[src/hw/rtl/lcavg_pkg.sv]
package lcavg_pkg;

  localparam int SampleW   = 24;
  localparam int NetW      = 25;
  localparam int CountW    = 8;
  localparam int SumW      = 32;
  localparam int MagW      = 31;
  localparam int LeftW     = 3;
  localparam int NibW      = 4;
  localparam int DataBytes = 6;
  localparam int DivSteps  = MagW;
  localparam int StepCntW  = 5;

  typedef enum logic [1:0] {
    ST_IDLE,
    ST_DIV,
    ST_DONE
  } state_t;

  typedef enum logic {
    CFG_AVERAGE_COUNT = 1'b0,
    CFG_ZERO_OFFSET   = 1'b1
  } cfg_idx_t;

  typedef struct packed {
    logic accept;
    logic div_load;
    logic div_step;
    logic out_load;
  } ctrl_cmd_t;

  typedef struct packed {
    logic mean_due;
  } dp_status_t;

  // data bits sit on the even positions of a double-rate byte
  function automatic logic [NibW-1:0] nibble_of(input logic [7:0] b);
    return {b[6], b[4], b[2], b[0]};
  endfunction

endpackage

[src/hw/rtl/lcavg_ctrl.sv]
module lcavg_ctrl (
  input  logic                   clk,
  input  logic                   rst_n,
  input  logic                   in_valid,
  output logic                   in_ready,
  output logic                   out_valid,
  input  logic                   out_ready,
  input  lcavg_pkg::dp_status_t  status,
  output lcavg_pkg::ctrl_cmd_t   cmd
);
  import lcavg_pkg::*;

  state_t                state_r, state_nxt;
  logic [StepCntW-1:0]   step_r, step_nxt;
  logic                  out_valid_r, out_valid_nxt;

  always_ff @(posedge clk) begin
    if (!rst_n) begin
      state_r     <= ST_IDLE;
      step_r      <= '0;
      out_valid_r <= 1'b0;
    end else begin
      state_r     <= state_nxt;
      step_r      <= step_nxt;
      out_valid_r <= out_valid_nxt;
    end
  end

  always_comb begin
    state_nxt = state_r;
    step_nxt  = step_r;
    cmd       = '0;
    in_ready  = 1'b0;
    unique case (state_r)
      ST_IDLE: begin
        in_ready   = 1'b1;
        cmd.accept = in_valid;
        if (in_valid && status.mean_due) begin
          cmd.div_load = 1'b1;
          step_nxt     = '0;
          state_nxt    = ST_DIV;
        end
      end
      ST_DIV: begin
        cmd.div_step = 1'b1;
        if (step_r == StepCntW'(DivSteps - 1)) begin
          state_nxt = ST_DONE;
        end else begin
          step_nxt = step_r + 1'b1;
        end
      end
      ST_DONE: begin
        if (!out_valid_r || out_ready) begin
          cmd.out_load = 1'b1;
          state_nxt    = ST_IDLE;
        end
      end
      default: begin
        state_nxt = ST_IDLE;
      end
    endcase
  end

  always_comb begin
    if (cmd.out_load) begin
      out_valid_nxt = 1'b1;
    end else if (out_ready) begin
      out_valid_nxt = 1'b0;
    end else begin
      out_valid_nxt = out_valid_r;
    end
  end

  assign out_valid = out_valid_r;

endmodule

[src/hw/rtl/lcavg_dp.sv]
module lcavg_dp (
  input  logic                               clk,
  input  logic                               rst_n,
  input  logic                               cfg_we,
  input  lcavg_pkg::cfg_idx_t                cfg_index,
  input  logic [lcavg_pkg::SampleW-1:0]      cfg_wdata,
  input  logic                               in_mode,
  input  logic [7:0]                         in_rx_byte,
  input  lcavg_pkg::ctrl_cmd_t               cmd,
  output lcavg_pkg::dp_status_t              status,
  output logic signed [lcavg_pkg::SampleW-1:0] out_average_raw,
  output logic signed [lcavg_pkg::NetW-1:0]    out_net_value
);
  import lcavg_pkg::*;

  logic [CountW-1:0]         avg_count_r;
  logic [SampleW-1:0]        offset_r;
  logic [SampleW-1:0]        shift_r;
  logic [LeftW-1:0]          left_r;
  logic [CountW-1:0]         done_r;
  logic [SumW-1:0]           sum_r;

  logic                      neg_r;
  logic [MagW-1:0]           dq_r;
  logic [CountW-1:0]         rem_r;
  logic [CountW-1:0]         div_n_r;
  logic [SampleW-1:0]        avg_r;
  logic [NetW-1:0]           net_r;

  logic [SampleW-1:0]        shift_new;
  logic                      is_probe;
  logic                      reading_done;
  logic [SumW-1:0]           reading;
  logic [SumW-1:0]           sum_add;
  logic [SumW-1:0]           sum_mag;
  logic [CountW-1:0]         n;
  logic [CountW-1:0]         target;
  logic                      mean_due;
  logic [CountW+1:0]         trial;
  logic                      fits;
  logic [SampleW-1:0]        quo;
  logic [SampleW-1:0]        mean;

  always_ff @(posedge clk) begin
    if (!rst_n) begin
      avg_count_r <= CountW'(1);
      offset_r    <= '0;
    end else if (cfg_we) begin
      unique case (cfg_index)
        CFG_AVERAGE_COUNT: avg_count_r <= cfg_wdata[CountW-1:0];
        CFG_ZERO_OFFSET:   offset_r    <= cfg_wdata;
        default:           ;
      endcase
    end
  end

  always_comb begin
    shift_new    = {shift_r[SampleW-NibW-1:0], nibble_of(in_rx_byte)};
    is_probe     = !in_mode;
    reading_done = is_probe ? in_rx_byte[0] : (left_r == LeftW'(1));
    reading      = is_probe ? '0 : {{(SumW-SampleW){shift_new[SampleW-1]}}, shift_new};
    sum_add      = sum_r + reading;
    sum_mag      = sum_add[SumW-1] ? (~sum_add + 1'b1) : sum_add;
    n            = done_r + 1'b1;
    target       = (avg_count_r == '0) ? CountW'(1) : avg_count_r;
    mean_due     = reading_done && !(n < target);
  end

  assign status.mean_due = mean_due;

  always_ff @(posedge clk) begin
    if (!rst_n) begin
      shift_r <= '0;
      left_r  <= '0;
      done_r  <= '0;
      sum_r   <= '0;
    end else if (cmd.accept) begin
      if (is_probe) begin
        shift_r <= '0;
        left_r  <= in_rx_byte[0] ? '0 : LeftW'(DataBytes);
      end else if (left_r != '0) begin
        shift_r <= shift_new;
        left_r  <= left_r - 1'b1;
      end
      if (reading_done) begin
        if (mean_due) begin
          sum_r  <= '0;
          done_r <= '0;
        end else begin
          sum_r  <= sum_add;
          done_r <= n;
        end
      end
    end
  end

  // restoring divider, one quotient bit per step
  always_comb begin
    trial = {1'b0, rem_r, dq_r[MagW-1]} - {2'b00, div_n_r};
    fits  = !trial[CountW+1];
    quo   = dq_r[SampleW-1:0];
    mean  = neg_r ? (~quo + 1'b1) : quo;
  end

  always_ff @(posedge clk) begin
    if (cmd.div_load) begin
      neg_r   <= sum_add[SumW-1];
      dq_r    <= sum_mag[MagW-1:0];
      rem_r   <= '0;
      div_n_r <= n;
    end else if (cmd.div_step) begin
      rem_r <= fits ? trial[CountW-1:0] : {rem_r[CountW-2:0], dq_r[MagW-1]};
      dq_r  <= {dq_r[MagW-2:0], fits};
    end
    if (cmd.out_load) begin
      avg_r <= mean;
      net_r <= {mean[SampleW-1], mean} - {offset_r[SampleW-1], offset_r};
    end
  end

  assign out_average_raw = avg_r;
  assign out_net_value   = net_r;

endmodule

[src/hw/rtl/load_cell_adc_sample_averager.sv]
// Load-cell converter readout with averaging and tare. Bytes come in one per
// transaction: a probe byte (mode 0) starts a reading, and unless its bit 0 is
// set (reading taken as zero) six data bytes (mode 1) follow, each giving one
// nibble from bits 6,4,2,0. Readings are summed until average_count of them are
// in; then the truncated mean and the mean minus zero_offset go out as one
// transaction. A byte that does not finish a mean leaves the block ready for the
// next byte. A byte that finishes a mean holds off the next byte while the block
// loads the divider, runs the 31 steps of the restoring divider (one quotient
// bit a cycle) and loads the output register, plus any wait while it is full.
// Configuration writes take effect at once and belong in idle periods only.
module load_cell_adc_sample_averager (
  input  logic                                 clk,
  input  logic                                 rst_n,
  input  logic                                 cfg_we,
  input  lcavg_pkg::cfg_idx_t                  cfg_index,
  input  logic [lcavg_pkg::SampleW-1:0]        cfg_wdata,
  input  logic                                 in_valid,
  output logic                                 in_ready,
  input  logic                                 in_mode,
  input  logic [7:0]                           in_rx_byte,
  output logic                                 out_valid,
  input  logic                                 out_ready,
  output logic signed [lcavg_pkg::SampleW-1:0] out_average_raw,
  output logic signed [lcavg_pkg::NetW-1:0]    out_net_value
);
  import lcavg_pkg::*;

  ctrl_cmd_t   cmd;
  dp_status_t  status;

  lcavg_ctrl u_ctrl (
    .clk       (clk),
    .rst_n     (rst_n),
    .in_valid  (in_valid),
    .in_ready  (in_ready),
    .out_valid (out_valid),
    .out_ready (out_ready),
    .status    (status),
    .cmd       (cmd)
  );

  lcavg_dp u_dp (
    .clk             (clk),
    .rst_n           (rst_n),
    .cfg_we          (cfg_we),
    .cfg_index       (cfg_index),
    .cfg_wdata       (cfg_wdata),
    .in_mode         (in_mode),
    .in_rx_byte      (in_rx_byte),
    .cmd             (cmd),
    .status          (status),
    .out_average_raw (out_average_raw),
    .out_net_value   (out_net_value)
  );

endmodule

[config.mk]
export PLATFORM = sky130hd
export DESIGN_NAME = load_cell_adc_sample_averager
export DESIGN_NICKNAME = d
export VERILOG_FILES = /design/src/hw/rtl/lcavg_pkg.sv /design/src/hw/rtl/lcavg_ctrl.sv /design/src/hw/rtl/lcavg_dp.sv /design/src/hw/rtl/load_cell_adc_sample_averager.sv
export SDC_FILE = /design/constraint.sdc
export NUM_CORES = 1
export LEC_CHECK = 0
export ABC_AREA = 1
export BUFFER_PORTS_ARGS = -buffer_cell sky130_fd_sc_hd__buf_4
export CAP_MARGIN = 5
export CORE_UTILIZATION = 45
export DETAILED_ROUTE_END_ITERATION = 10
export HOLD_SLACK_MARGIN = 0.03
export PLACE_DENSITY = 0.67
export SETUP_SLACK_MARGIN = 0.5
export SLEW_MARGIN = 20
export SYNTH_ARGS = -nofsm -noshare
export SYNTH_HDL_FRONTEND = slang
export SYNTH_HIERARCHICAL = 1
export SYNTH_SLANG_ARGS = --single-unit
export TNS_END_PERCENT = 20
[constraint.sdc]
create_clock -name clk -period 4.4 [get_ports clk]
set_input_delay 0.22 -clock clk [delete_from_list [all_inputs] [get_ports clk]]
set_output_delay 0.22 -clock clk [all_outputs]
set_load 0.05 [all_outputs]
==> results.ini <==
[outcome]
outcome=finished clean

[logic_synthesis]
synth_top_area_cell=edfxtp_1
synth_top_family_by_area=simple AND/OR/NAND/NOR gates
synthAdderAreaFrac=0.07857
synth_top_area_frac=0.2027
syn_inst=1836
synth_fp_nets=1956
yosysWarnings=6
yosysSeqAreaShare=0.3712
synthFlopType=dfxtp_1
synth_area_sq_mm=0.01319
avgSynthCellArea_sq_um=7.182
synth.area.mux_share=0
synth_edf_count=89
synth-xor-area-share=0.04849
async_flop_share=0
synth.area.top_cells=edfxtp_1 (20%), dfxtp_1 (17%), nand2_1 (14%)
synth_compound_area_frac=0.1184
synth-simple-area-share=0.2864
synth_cell_types=51
synth-seq-cells=200

[clock_network]
h-tree-depth=4
tritoncts=built
insertion_delay_ps=450
clockBufferDepth=2
numCtsBuffers=17
cts.sinks=200
cts-root-buf=clkbuf_16
clkTransAtPathRegs_ps=90

[global_route]
grt.overflow.total=0
antenna_found_initial=0
grt_max_degree=60
grt_pass1_wl_um=53520
grt_usage=0.2193
grt_pass1_vias=11118

[final_layout]
diodes=0
fin_util=0.5188
syn2layout_area_growth_pct=13.24
post_route_cells_drive_above_1_share=0.1108
final_cells=2307
final_nets=2030

[power]
irDropWorstVdd_mv=0.2566
power.leakage_nw=7.115
power_density_mw_per_mm2=325.1

[sta]
hold_viol=0
relSlewSlack=0.3617
slew_viol_final=0
fin_crit_ps=3649
finalCritPeriodShare=0.8293
max_freq_ghz=0.2741
whs_ps=60.19
setup_tns_ps=0
finalSetupViolCount=0
worst_pin_slew_ps=956.4
rsz0062_at_grt=yes
clock_skew_ps=17.59

[job]
cap_violations=0

[setup_path]
cp.required_ps=4600
critPathMostFrequentCell=nand2_1
rr_endpoint=u_dp/out_net_value[21]
max_stage_delay_ps=400
end_kind=flip-flop
cp-start-kind=flip-flop
critical_path.cell_chain=inv_2 -> ha_1 -> inv_1 -> nor3_4 -> nand2_1 -> or3_1 -> nor2_2 -> nand2_1 -> o21ai_2 -> o21ai_0 -> xor2_1 -> ha_1 -> nand2_1 -> nor4_2 -> nand4_1 -> nand3_2 -> a31oi_1 -> xor2_1
r2r_slack_ps=750
r2r-start=u_dp/dq_r[0]
crit_fanout=4
r2r_cells=18
cp_slowest_cell=edfxtp_1
path_class=flip-flop to flip-flop
worstPathArrival_ps=3850

[drt]
dr.pass1.iters=6
wl_per_cell_um=13.99
wirelength_um=32280
drc=0
routed_via_density=5.087
via_count=11735
ant_nets=0
drt_iter0_markers=785

[placed_design]
io_buffers=85
dp.cells=2266
place_hpwl_um=24760
gp_congestion=0.8637

[die]
die_area_sq_mm=0.02999
core-area_sq_mm=0.02878
die_x_um=173.2
io_pins=90
dieHeight_um=173.2
row_count=62
initial_core_util=0.4582

[worst_hold_path]
hold_class=input pin to flip-flop
whs_endpoint=u_dp/avg_count_r[5]
worst_hold_path.num_cells=3
hold_start=cfg_wdata[5]

[per-stage QoR]
| stage | area, sq um | worst slack (ps) | total power, W |
|---|---|---|---|
| floorplan | 13190 | 649.1 | 0.002935 |
| global placement | 14160 | 528.7 | 0.003155 |
| detailed placement | 14160 | 438.8 | 0.003178 |
| CTS | 14850 | 528.5 | 0.004871 |
| global route | 14930 | 425.0 | 0.005115 |
| finish | 14930 | 751.2 | 0.004854 |
[critical path: cells and delay by family (launching register included)]
kind            cells  cell delay, ps
fa+ha+maj           2             520
flops               1             400
xor+xnor            2             330
simple gates        9            1570
compound gates      3             400
buf+inv             2             190
[placed cells by master, fill, tap and decap left out, types with 5 or more instances in the layout]
cell and count:
inv_12 5, edfxtp_1 89, nor2_4 5, nor2_1 109, and2_1 6, xnor2_1 18
o21ai_0 98, nand3b_1 11, ha_1 78, nand2_1 508, nor3_1 9, clkinv_8 5
inv_1 270, nand2_2 26, nand3_1 131, dfxtp_1 111, nor2_2 10, inv_2 9
a21oi_1 148, o21ai_1 11, nand2_4 6, buf_4 99, nand4_1 17, nand3_2 7
xor2_1 55, a211oi_1 6, clkbuf_16 17
[what timing repair did]
action,in CTS,in global routing
buffers inserted,0,6
pin swaps,0,5
endpoints found under the hold margin,2,0
setup endpoints to repair,4,8
hold buffers,3,0
resized for setup,2,9
[power breakdown]
part / total, W / leakage (nW) / switching [W] / internal, W
combinational: 0.00104 / 5.10 / 0.000682 / 0.000363
clock: 0.00169 / 0.309 / 0.000883 / 0.000805
sequential: 0.00212 / 1.70 / 0.0000538 / 0.00207
total: 0.00485 / 7.11 / 0.00162 / 0.00323
[final cells by class]
cell class                      count  area, sq um
Inverter                          283         1065
Fill cell                        2791        13850
Multi-Input combinational cell   1306         7073
Clock buffer                       17        425.4
Clock inverter                     15        220.2
Tap cell                          384        480.5
Timing Repair Buffer              102        773.2
Sequential cell                   200         4895
[routing by layer]
layer / up-vias / part of all wire / GRT usage
met5: - / 0 / 0
met4: 0 / 0.018 / 0.06527
met3: 37 / 0.039 / 0.02880
met2: 252 / 0.46 / 0.3668
met1: 5359 / 0.49 / 0.2951
li1: 6087 / - / -
[worst max path at each step]
| stage | startpoint | end | slack [ps] | depth (start not counted) |
|---|---|---|---|---|
| CTS | u_dp/dq_r[0] | u_dp/out_net_value[21] | 530 | 18 |
| global route | u_dp/dq_r[2] | u_dp/out_net_value[22] | 430 | 19 |
| finish | u_dp/dq_r[0] | u_dp/out_net_value[21] | 750 | 18 |
| floorplan | u_dp/done_r[2] | u_dp/dq_r[0] | 650 | 18 |
| global placement | u_dp/dq_r[0] | u_dp/out_net_value[21] | 530 | 18 |
| detailed placement | u_dp/dq_r[0] | u_dp/out_net_value[22] | 440 | 19 |
[registers in the layout, summed over array words and instances (netlist names)]
signal                cells
u_dp/sum_r               32
u_dp/dq_r                31
u_dp/out_net_value       25
u_dp/offset_r            24
u_dp/out_average_raw     24
u_dp/shift_r             20
u_dp/avg_count_r          8
u_dp/div_n_r              8
u_dp/done_r               8
u_dp/rem_r                8
u_ctrl/step_r             5
u_dp/left_r               3
u_ctrl/state_r            2
u_ctrl/out_valid          1
u_dp/neg_r                1
[Yosys cell counts, types with 2 or more instances]
library cell	count
nand2_1	509
inv_1	271
a21oi_1	148
nand3_1	132
dfxtp_1	111
nor2_1	111
o21ai_0	98
edfxtp_1	89
ha_1	78
xor2_1	55
clkbuf_1	34
nand2_2	25
xnor2_1	18
nand4_1	17
nor3_1	13
o21ai_1	12
nand3b_1	11
inv_2	8
nor2_2	8
a211oi_1	6
and2_1	6
buf_2	6
nand2_4	6
nand3_2	6
nor2_4	5
nor4_1	5
a31oi_1	3
buf_6	3
clkinv_1	3
fa_1	3
o211ai_1	3
o21a_1	3
o21bai_1	3
o31ai_1	3
a21oi_2	2
a22oi_1	2
and3_1	2
buf_1	2
buf_4	2
o21bai_4	2
or2_2	2
[cell families (layout without fill, tap and decap cells)]
| kind of cell | Yosys count | after routing |
|---|---|---|
| simple gates | 862 | 862 |
| compound gates | 290 | 290 |
| xor+xnor | 73 | 73 |
| fa+ha+maj | 81 | 81 |
| flops | 200 | 200 |
| buf+inv | 330 | 417 |
Power figures use the tool's default switching activity.
